File: config.mk
export PLATFORM = sky130hd
export DESIGN_NAME = combined_mrg_uniform_draw
export DESIGN_NICKNAME = d
export VERILOG_FILES = /design/src/sv/cmrg_pkg.sv /design/src/sv/cmrg_front.sv /design/src/sv/cmrg_fold.sv /design/src/sv/cmrg_back.sv /design/src/sv/combined_mrg_uniform_draw.sv
export SDC_FILE = /design/constraint.sdc
export NUM_CORES = 2
export LEC_CHECK = 0
export ABC_CLOCK_PERIOD_IN_PS = 11500
export BUFFER_PORTS_ARGS = -buffer_cell sky130_fd_sc_hd__buf_2
export CORE_MARGIN = 5
export CORE_UTILIZATION = 45
export DETAILED_ROUTE_END_ITERATION = 8
export GPL_ROUTABILITY_DRIVEN = 0
export PLACE_DENSITY = 0.59
export SYNTH_ARGS = -nofsm -noshare
export SYNTH_HDL_FRONTEND = slang
export SYNTH_SLANG_ARGS = --single-unit
File: constraint.sdc
create_clock -name clk -period 11.5 [get_ports clk]
set_input_delay 1.725 -clock clk [delete_from_list [all_inputs] [get_ports clk]]
set_output_delay 1.725 -clock clk [all_outputs]
set_load 0.03 [all_outputs]
File: src/sv/cmrg_pkg.sv
// cmrg_pkg: types, constants and helpers shared by the combined mrg draw block
// used by cmrg_front, cmrg_fold, cmrg_back, the top level and the port checker
// no dependencies
`default_nettype none

package cmrg_pkg;

  // recurrence moduli, both just below 2^32
  localparam logic [31:0] MOD_FIRST  = 32'd4294967087;
  localparam logic [31:0] MOD_SECOND = 32'd4294944443;

  // 2^32 mod m for each modulus, used to fold the high part back in
  localparam logic [14:0] FOLD_FIRST  = 15'd209;
  localparam logic [14:0] FOLD_SECOND = 15'd22853;

  // recurrence multipliers (negative terms held as magnitudes)
  localparam logic [20:0] MUL_A12  = 21'd1403580;
  localparam logic [20:0] MUL_A13N = 21'd810728;
  localparam logic [20:0] MUL_A21  = 21'd527612;
  localparam logic [20:0] MUL_A23N = 21'd1370589;

  // scaling divisor 2^32 - 208
  localparam logic [31:0] DRAW_DIV  = 32'd4294967088;
  localparam logic [7:0]  DIV_FOLD  = 8'd208;

  localparam logic [31:0] SEED_RESET = 32'd12345;

  localparam int CMD_DEPTH = 2;
  localparam int MUL_A_W   = 21;
  localparam int PROD_W    = 53;
  localparam int SPAN_W    = 17;

  typedef struct packed {
    logic [15:0] range_low;
    logic [15:0] range_high;
  } req_t;

  typedef struct packed {
    logic [31:0] raw_draw;
    logic [15:0] scaled_value;
    logic        bad_range;
  } rsp_t;

  // classified request handed from front to back
  typedef struct packed {
    logic [15:0]       range_low;
    logic [SPAN_W-1:0] span;
    logic              bad_range;
  } cmd_t;

  // which of the four recurrence products is in flight
  typedef enum logic [1:0] {
    OP_A1 = 2'd0,
    OP_B1 = 2'd1,
    OP_A2 = 2'd2,
    OP_B2 = 2'd3
  } op_t;

  typedef struct packed {
    logic vld;
    op_t  tag;
  } fold_ctl_t;

  function automatic logic is_second(input op_t t);
    return (t == OP_A2) || (t == OP_B2);
  endfunction

endpackage

`default_nettype wire

File: src/sv/cmrg_front.sv
// cmrg_front: request queue; classifies each range on the way in
// depends on cmrg_pkg
`default_nettype none

module cmrg_front import cmrg_pkg::*; #(
  parameter int DEPTH = CMD_DEPTH
) (
  input  wire  logic clk,
  input  wire  logic rst,
  input  wire  logic push,
  output       logic full,
  input  wire  req_t req,
  output       logic cmd_valid,
  input  wire  logic cmd_pop,
  output       cmd_t cmd
);

  localparam int PTR_W = (DEPTH > 1) ? $clog2(DEPTH) : 1;
  localparam int CNT_W = $clog2(DEPTH + 1);

  cmd_t             slots [DEPTH];
  logic [PTR_W-1:0] wr_ptr;
  logic [PTR_W-1:0] rd_ptr;
  logic [CNT_W-1:0] count;
  logic             wr_en;
  logic             rd_en;
  cmd_t             cmd_in;

  function automatic logic [PTR_W-1:0] ptr_inc(input logic [PTR_W-1:0] p);
    return (p == PTR_W'(DEPTH - 1)) ? '0 : p + 1'b1;
  endfunction

  always_comb begin
    cmd_in.range_low = req.range_low;
    cmd_in.bad_range = req.range_high < req.range_low;
    cmd_in.span      = SPAN_W'(req.range_high) - SPAN_W'(req.range_low) + SPAN_W'(1);
  end

  assign full      = count == CNT_W'(DEPTH);
  assign cmd_valid = count != '0;
  assign wr_en     = push && !full;
  assign rd_en     = cmd_pop && cmd_valid;
  assign cmd       = slots[rd_ptr];

  always_ff @(posedge clk) begin
    if (wr_en) begin
      slots[wr_ptr] <= cmd_in;
    end
  end

  always_ff @(posedge clk) begin
    if (rst) begin
      wr_ptr <= '0;
      rd_ptr <= '0;
      count  <= '0;
    end else begin
      if (wr_en) begin
        wr_ptr <= ptr_inc(wr_ptr);
      end
      if (rd_en) begin
        rd_ptr <= ptr_inc(rd_ptr);
      end
      case ({wr_en, rd_en})
        2'b10:   count <= count + 1'b1;
        2'b01:   count <= count - 1'b1;
        default: count <= count;
      endcase
    end
  end

endmodule

`default_nettype wire

File: src/sv/cmrg_fold.sv
// cmrg_fold: three-stage modular reduction of a 53-bit product
// folds the high word using 2^32 mod m, then one conditional subtract; depends on cmrg_pkg
`default_nettype none

module cmrg_fold import cmrg_pkg::*; (
  input  wire  logic              clk,
  input  wire  logic              rst,
  input  wire  fold_ctl_t         prod_ctl,
  input  wire  logic [PROD_W-1:0] prod,
  output       fold_ctl_t         res_ctl,
  output       logic [31:0]       res
);

  fold_ctl_t   f1_ctl;
  fold_ctl_t   f2_ctl;
  logic [35:0] f1;
  logic [32:0] f2;
  logic [35:0] f1_next;
  logic [32:0] f2_next;
  logic [31:0] f3;
  logic [31:0] res_next;
  logic [14:0] c_in;
  logic [14:0] c_f1;
  logic [14:0] c_f2;
  logic [31:0] modulus;

  always_comb begin
    c_in    = is_second(prod_ctl.tag) ? FOLD_SECOND : FOLD_FIRST;
    c_f1    = is_second(f1_ctl.tag) ? FOLD_SECOND : FOLD_FIRST;
    c_f2    = is_second(f2_ctl.tag) ? FOLD_SECOND : FOLD_FIRST;
    modulus = is_second(f2_ctl.tag) ? MOD_SECOND : MOD_FIRST;

    f1_next = 36'(prod[PROD_W-1:32]) * 36'(c_in) + 36'(prod[31:0]);
    f2_next = 33'(f1[35:32]) * 33'(c_f1) + 33'(f1[31:0]);
    // a set carry leaves a small low word, so this sum stays below 2^32
    f3       = f2[31:0] + (f2[32] ? 32'(c_f2) : 32'd0);
    res_next = (f3 >= modulus) ? f3 - modulus : f3;
  end

  always_ff @(posedge clk) begin
    f1  <= f1_next;
    f2  <= f2_next;
    res <= res_next;
  end

  always_ff @(posedge clk) begin
    if (rst) begin
      f1_ctl  <= '{vld: 1'b0, tag: OP_A1};
      f2_ctl  <= '{vld: 1'b0, tag: OP_A1};
      res_ctl <= '{vld: 1'b0, tag: OP_A1};
    end else begin
      f1_ctl  <= prod_ctl;
      f2_ctl  <= f1_ctl;
      res_ctl <= f2_ctl;
    end
  end

endmodule

`default_nettype wire

File: src/sv/cmrg_back.sv
// cmrg_back: sequencer that advances both recurrences on a shared multiplier,
// combines and scales the draw and holds the result register; depends on cmrg_pkg, cmrg_fold
`default_nettype none

module cmrg_back import cmrg_pkg::*; (
  input  wire  logic        clk,
  input  wire  logic        rst,
  input  wire  logic        seed_wr,
  input  wire  logic [31:0] seed,
  input  wire  logic        cmd_valid,
  output       logic        cmd_pop,
  input  wire  cmd_t        cmd,
  output       logic        rsp_valid,
  input  wire  logic        rsp_pop,
  output       rsp_t        rsp
);

  typedef enum logic [6:0] {
    ST_IDLE  = 7'b0000001,
    ST_ISSUE = 7'b0000010,
    ST_DRAIN = 7'b0000100,
    ST_DIFF  = 7'b0001000,
    ST_COMB  = 7'b0010000,
    ST_SCALE = 7'b0100000,
    ST_QUOT  = 7'b1000000
  } state_t;

  state_t               state;
  state_t               state_next;
  op_t                  op_cnt;
  op_t                  op_cnt_next;
  cmd_t                 cur;
  logic [31:0]          x [3];
  logic [31:0]          y [3];
  logic [31:0]          red [4];
  logic [31:0]          draw;
  logic [PROD_W-1:0]    prod;
  fold_ctl_t            prod_ctl;
  fold_ctl_t            prod_ctl_next;
  logic                 prod_en;
  logic [MUL_A_W-1:0]   mul_a;
  logic [31:0]          mul_b;
  fold_ctl_t            res_ctl;
  logic [31:0]          res;
  logic [32:0]          p1_wide;
  logic [32:0]          p2_wide;
  logic [32:0]          draw_wide;
  logic [SPAN_W-1:0]    q0;
  logic [32:0]          rem;
  logic [SPAN_W-1:0]    quot;
  logic [15:0]          scaled;
  logic                 out_load;

  cmrg_fold u_fold (
    .clk      (clk),
    .rst      (rst),
    .prod_ctl (prod_ctl),
    .prod     (prod),
    .res_ctl  (res_ctl),
    .res      (res)
  );

  always_comb begin
    state_next    = state;
    op_cnt_next   = op_cnt;
    cmd_pop       = 1'b0;
    prod_en       = 1'b0;
    prod_ctl_next = '{vld: 1'b0, tag: op_cnt};
    mul_a         = MUL_A12;
    mul_b         = x[1];
    out_load      = 1'b0;

    unique case (state)
      ST_IDLE: begin
        if (cmd_valid) begin
          cmd_pop     = 1'b1;
          op_cnt_next = OP_A1;
          state_next  = ST_ISSUE;
        end
      end
      ST_ISSUE: begin
        prod_en       = 1'b1;
        prod_ctl_next = '{vld: 1'b1, tag: op_cnt};
        unique case (op_cnt)
          OP_A1: begin
            mul_a       = MUL_A12;
            mul_b       = x[1];
            op_cnt_next = OP_B1;
          end
          OP_B1: begin
            mul_a       = MUL_A13N;
            mul_b       = x[0];
            op_cnt_next = OP_A2;
          end
          OP_A2: begin
            mul_a       = MUL_A21;
            mul_b       = y[2];
            op_cnt_next = OP_B2;
          end
          OP_B2: begin
            mul_a       = MUL_A23N;
            mul_b       = y[0];
            op_cnt_next = OP_A1;
            state_next  = ST_DRAIN;
          end
          default: begin
            op_cnt_next = OP_A1;
          end
        endcase
      end
      ST_DRAIN: begin
        if (res_ctl.vld && res_ctl.tag == OP_B2) begin
          state_next = ST_DIFF;
        end
      end
      ST_DIFF: begin
        state_next = ST_COMB;
      end
      ST_COMB: begin
        state_next = ST_SCALE;
      end
      ST_SCALE: begin
        prod_en    = 1'b1;
        mul_a      = MUL_A_W'(cur.span);
        mul_b      = draw;
        state_next = ST_QUOT;
      end
      ST_QUOT: begin
        if (!rsp_valid || rsp_pop) begin
          out_load   = 1'b1;
          state_next = ST_IDLE;
        end
      end
      default: begin
        state_next = ST_IDLE;
      end
    endcase
  end

  // new words from the reduced products, each brought back into 0..m-1, and the combined draw in 1..m1
  always_comb begin
    p1_wide = (red[0] >= red[1]) ? 33'(red[0]) - 33'(red[1])
                                 : 33'(red[0]) + 33'(MOD_FIRST) - 33'(red[1]);
    p2_wide = (red[2] >= red[3]) ? 33'(red[2]) - 33'(red[3])
                                 : 33'(red[2]) + 33'(MOD_SECOND) - 33'(red[3]);
    draw_wide = (x[2] <= y[2]) ? 33'(x[2]) + 33'(MOD_FIRST) - 33'(y[2])
                               : 33'(x[2]) - 33'(y[2]);
  end

  // divide by 2^32 - 208: take the high part, then one correction step
  always_comb begin
    q0     = prod[32 +: SPAN_W];
    rem    = 33'(prod[31:0]) + 33'(q0) * 33'(DIV_FOLD);
    quot   = q0 + ((rem >= 33'(DRAW_DIV)) ? SPAN_W'(1) : SPAN_W'(0));
    scaled = cur.bad_range ? cur.range_low : cur.range_low + quot[15:0];
  end

  always_ff @(posedge clk) begin
    if (cmd_pop) begin
      cur <= cmd;
    end
    if (prod_en) begin
      prod <= PROD_W'(mul_a) * PROD_W'(mul_b);
    end
    if (res_ctl.vld) begin
      red[res_ctl.tag] <= res;
    end
    if (state == ST_COMB) begin
      draw <= draw_wide[31:0];
    end
    if (out_load) begin
      rsp.raw_draw     <= draw;
      rsp.scaled_value <= scaled;
      rsp.bad_range    <= cur.bad_range;
    end
  end

  // recurrence state, loaded with SEED_RESET on reset or with seed on a seed write
  always_ff @(posedge clk) begin
    if (rst) begin
      for (int i = 0; i < 3; i++) begin
        x[i] <= SEED_RESET;
        y[i] <= SEED_RESET;
      end
    end else if (seed_wr) begin
      for (int i = 0; i < 3; i++) begin
        x[i] <= seed;
        y[i] <= seed;
      end
    end else if (state == ST_DIFF) begin
      x[0] <= x[1];
      x[1] <= x[2];
      x[2] <= p1_wide[31:0];
      y[0] <= y[1];
      y[1] <= y[2];
      y[2] <= p2_wide[31:0];
    end
  end

  always_ff @(posedge clk) begin
    if (rst) begin
      state     <= ST_IDLE;
      op_cnt    <= OP_A1;
      prod_ctl  <= '{vld: 1'b0, tag: OP_A1};
      rsp_valid <= 1'b0;
    end else begin
      state    <= state_next;
      op_cnt   <= op_cnt_next;
      prod_ctl <= prod_ctl_next;
      if (out_load) begin
        rsp_valid <= 1'b1;
      end else if (rsp_pop) begin
        rsp_valid <= 1'b0;
      end
    end
  end

endmodule

`default_nettype wire

File: src/sv/combined_mrg_uniform_draw.sv
// the shared 21x32 multiplier issues four recurrence products in turn, feeding the
// three-stage modular fold behind it; each draw finishes before the next request is
// taken from the queue
// a two-entry request queue and a one-entry result register decouple the two sides
// reset (synchronous, active high) empties both queues and loads all six state
// words with 12345; a seed write loads them with the written value
`default_nettype none

module combined_mrg_uniform_draw import cmrg_pkg::*; #(
  parameter int CMD_QUEUE_DEPTH = CMD_DEPTH
) (
  input  wire  logic        clk,
  input  wire  logic        rst,
  input  wire  logic        push,
  output       logic        full,
  input  wire  req_t        req,
  output       logic        empty,
  input  wire  logic        pop,
  output       rsp_t        rsp,
  input  wire  logic        seed_wr,
  input  wire  logic [31:0] seed
);

  logic cmd_valid;
  logic cmd_pop;
  cmd_t cmd;
  logic rsp_valid;

  cmrg_front #(
    .DEPTH (CMD_QUEUE_DEPTH)
  ) u_front (
    .clk       (clk),
    .rst       (rst),
    .push      (push),
    .full      (full),
    .req       (req),
    .cmd_valid (cmd_valid),
    .cmd_pop   (cmd_pop),
    .cmd       (cmd)
  );

  cmrg_back u_back (
    .clk       (clk),
    .rst       (rst),
    .seed_wr   (seed_wr),
    .seed      (seed),
    .cmd_valid (cmd_valid),
    .cmd_pop   (cmd_pop),
    .cmd       (cmd),
    .rsp_valid (rsp_valid),
    .rsp_pop   (pop),
    .rsp       (rsp)
  );

  assign empty = !rsp_valid;

endmodule

`default_nettype wire

==> flow_metrics.py <==
metrics = {
    "timing": {
        "period_needed_ps": 10670,
        "fmax_mhz": 93.7,
        "holdWs_ps": 453,
        "min_period_over_period_pct": 92.8,
        "fin_worst_skew_ps": 60.8,
        "worst_pin_slew_ps": 1440,
        "fin_tns_setup_ps": 0,
        "maxSlewViolCount": 0,
        "setup_violations": 0,
        "finalHoldViolCount": 0,
        "slew_headroom_pct": 3.84,
        "rsz0062_at_grt": "no",
    },
    "synth": {
        "synth_area_per_cell_um2": 9.50,
        "synth_edf_count": 556,
        "synth-seq-area-share_pct": 27.4,
        "synth_most_common_cell": "inv_1",
        "muxShareOfSynthArea_pct": 0.858,
        "ys_ff_latch": 683,
        "yosys-top-cells-count": "1455 x inv_1, 810 x ha_1, 732 x fa_1, 694 x nor2_1, 686 x nand2_1",
        "synth-compound-area-share_pct": 11.5,
        "synthAdderAreaFrac_pct": 35.3,
        "synth.top_cell.area_share_pct": 23.8,
        "synth-simple-area-share_pct": 11.4,
        "async_flop_share_pct": 0,
        "synth_cell_type_count": 93,
        "syn_area_mm2": 0.0702,
        "synth_top_flop_cell": "edfxtp_1",
        "yosys_warnings": 0,
        "syn_inst": 7389,
        "synth.area.top_cells": "edfxtp_1 24%, fa_1 21%, ha_1 14%, inv_1 7.8%, nor2_1 3.7%",
        "synth_top_family_by_area": "adder cells",
        "synthXorXnorAreaFrac_pct": 4.48,
        "netlist.top_cell.by_area": "edfxtp_1",
    },
    "routing": {
        "dr_total_vias": 53100,
        "drt_iter0_drc": 4947,
        "wire_per_inst_um": 22.5,
        "ant_nets": 0,
        "via_per_inst": 5.53,
        "totalWireLength_um": 216000,
        "dr.pass1.iters": 6,
        "drc": 0,
    },
    "pwr": {
        "power_uw": 24700,
        "cellPowerDensity_mw_per_mm2": 323,
        "vdd_drop_max_v": 0.000513,
        "p_leak_uw": 0.0360,
    },
    "critical_path": {
        "critical_path_class": "flip-flop to flip-flop",
        "required_ps": 11890,
        "worstPathMaxFanout": 38,
        "r2r_slack_ps": 830,
        "cp_top_family": "adder cells",
        "rr_worst_depth": 30,
        "cp_common_cell": "fa_1",
        "cpMaxStageDelayCell": "a221oi_2",
        "crit_path_max_incr_delay_ps": 1180,
        "worst-path-buf-inv": 6,
        "worst-path-stages": 30,
        "end_kind": "flip-flop",
        "worst_setup_path_start_kind": "flip-flop",
        "arrival_ps": 11060,
    },
    "die": {
        "die_w_um": 405,
        "ios": 120,
        "num_rows": 145,
        "start_util_pct": 45.1,
        "chipHeight_um": 405,
        "coreArea_mm2": 0.156,
        "die_area_mm2": 0.164,
    },
    "placement": {
        "portBuffers": 119,
        "hpwl_um": 172000,
        "postPlaceCellArea_mm2": 0.0735,
        "placed_cells": 9448,
    },
    "global_routing": {
        "grt_pass1_vias": 53900,
        "grt_pass1_wl_um": 328000,
        "gr-total-overflow": 0,
        "grt_max_degree": 94,
        "antenna_found_initial": 4,
        "grt_usage_pct": 26.4,
    },
    "cts": {
        "cts-root-buf": "clkbuf_16",
        "numCtsBuffers": 81,
        "postCtsSetupRepairBufs": 0,
        "cts_tree": "yes",
        "cts_hold_buffers": 0,
        "htreeDepth": 3,
        "path_clk_slew_ps": 70,
        "post_cts_resized": 0,
        "cts_buffer_depth": 3,
        "cts.sinks": 683,
        "clk_latency_ps": 720,
    },
    "min_path": {
        "worst_hold_path_type": "flip-flop to flip-flop",
        "hold_depth": 1,
    },
    "finish": {
        "fillers": 14600,
        "final_area_mm2": 0.0764,
        "final-instance-count-excl-fill": 9603,
        "layout-drive-gt1-share_pct": 6.59,
        "fin_nets": 9084,
        "area_delta_synth_final_pct": 8.91,
        "final-seq-area_mm2": 0.0192,
        "multi_input_area_mm2": 0.0448,
    },
    "run": {
        "max-cap-violations": 0,
    },
    "status": {
        "outcome": "finished clean",
    },
}
[metrics by stage]
step | setup slack [ps] | utilization, %
after CTS | 969 | 49.1
final | 829 | 49.1
after detailed placement | 1080 | 47.2
after global routing | 211 | 49.1
after global placement | 1300 | 47.2
after floorplan | 2360 | -
[worst reg2reg max path, delay by kind of cell (launching register included)]
| family | cells | cell delay [ps] |
|---|---|---|
| adder cells (fa/ha/maj) | 8 | 3940 |
| AND/OR/NAND/NOR | 9 | 2540 |
| AO/OA/AOI/OAI | 6 | 2260 |
| buffers and inverters | 6 | 660 |
| XOR/XNOR | 1 | 610 |
| flip-flops | 1 | 350 |
[metal layers]
layer / vias up / part of all wire [%] / global-route usage [%]
met5: - / 0.017 / 0
met4: 6 / 4.5 / 10.4
met3: 446 / 8.7 / 4.80
met2: 2100 / 43 / 40.5
met1: 26200 / 43 / 37.2
li1: 24400 / - / -
[final timing paths]
check                           from                      end
hold / removal    u_back.prod_ctl[0]  u_back.u_fold.f1_ctl[0]
setup / recovery     u_back.state[6]          u_back.prod[36]
setup reg to reg     u_back.state[6]          u_back.prod[36]
hold reg to reg   u_back.prod_ctl[0]  u_back.u_fold.f1_ctl[0]
[sequential cells by signal, summed over array words and instances, names as in the netlist]
signal	flops
u_back.op_cnt	2
u_back.red	128
u_back.u_fold.f2	33
u_back.u_fold.f1	36
u_back.prod_ctl	3
u_front.count	2
u_back.u_fold.f1_ctl	3
u_back.y	96
u_back.state	7
u_back.u_fold.res_ctl	3
u_front.rd_ptr	1
u_back.rsp	49
u_back.prod	53
u_back.draw	32
u_back.u_fold.f2_ctl	3
u_back.u_fold.res	32
u_back.x	96
u_back.cur	34
u_front.slots	68
u_back.rsp_valid	1
u_front.wr_ptr	1
[power by group]
part           total (µW)  switching [µW]  internal, µW
clock network        2820            1170          1650
registers            4230             490          3740
logic               17700           11000          6700
total               24700           12600         12100
[kinds of logic after synthesis]
family,Yosys count
adder cells (fa/ha/maj),1542
buffers and inverters,1675
multiplexers,55
flip-flops,683
other,2
AND/OR/NAND/NOR,1841
XOR/XNOR,359
AO/OA/AOI/OAI,1232
[placed cells by master (no fill, tap or decap), drive strengths merged, types with 15 or more instances in the layout]
cell type	Yosys	routed
a211oi	25	25
a21o	140	140
a21oi	356	356
a221o	36	36
a221oi	32	32
a222oi	32	32
a31oi	42	42
and2	32	32
and3	32	32
buf	19	218
clkbuf	201	95
clkinv	0	29
dfxtp	127	127
edfxtp	556	556
fa	732	732
ha	810	810
inv	1455	1464
mux2	41	41
nand2	687	687
nand2b	48	48
nand3	81	81
nand4	42	42
nor2	694	694
nor2b	59	59
nor3	55	55
nor4	15	15
o211ai	26	26
o21a	31	31
o21ai	272	272
o21bai	71	71
o221ai	15	15
o31ai	31	31
or2	28	28
or3	20	20
xnor2	240	240
xor2	119	119
[final cells by class]
cell class	instances	share of cell area (%)
Multi-Input combinational cell	5034	58.7
Sequential cell	683	25.2
Inverter	1455	7.15
Tap cell	2058	3.37
Clock buffer	95	2.77
Timing Repair Buffer	218	1.77
Clock inverter	57	1.07
Antenna cell	3	0.00982
No activity file was read; power rests on OpenSTA's default activity.
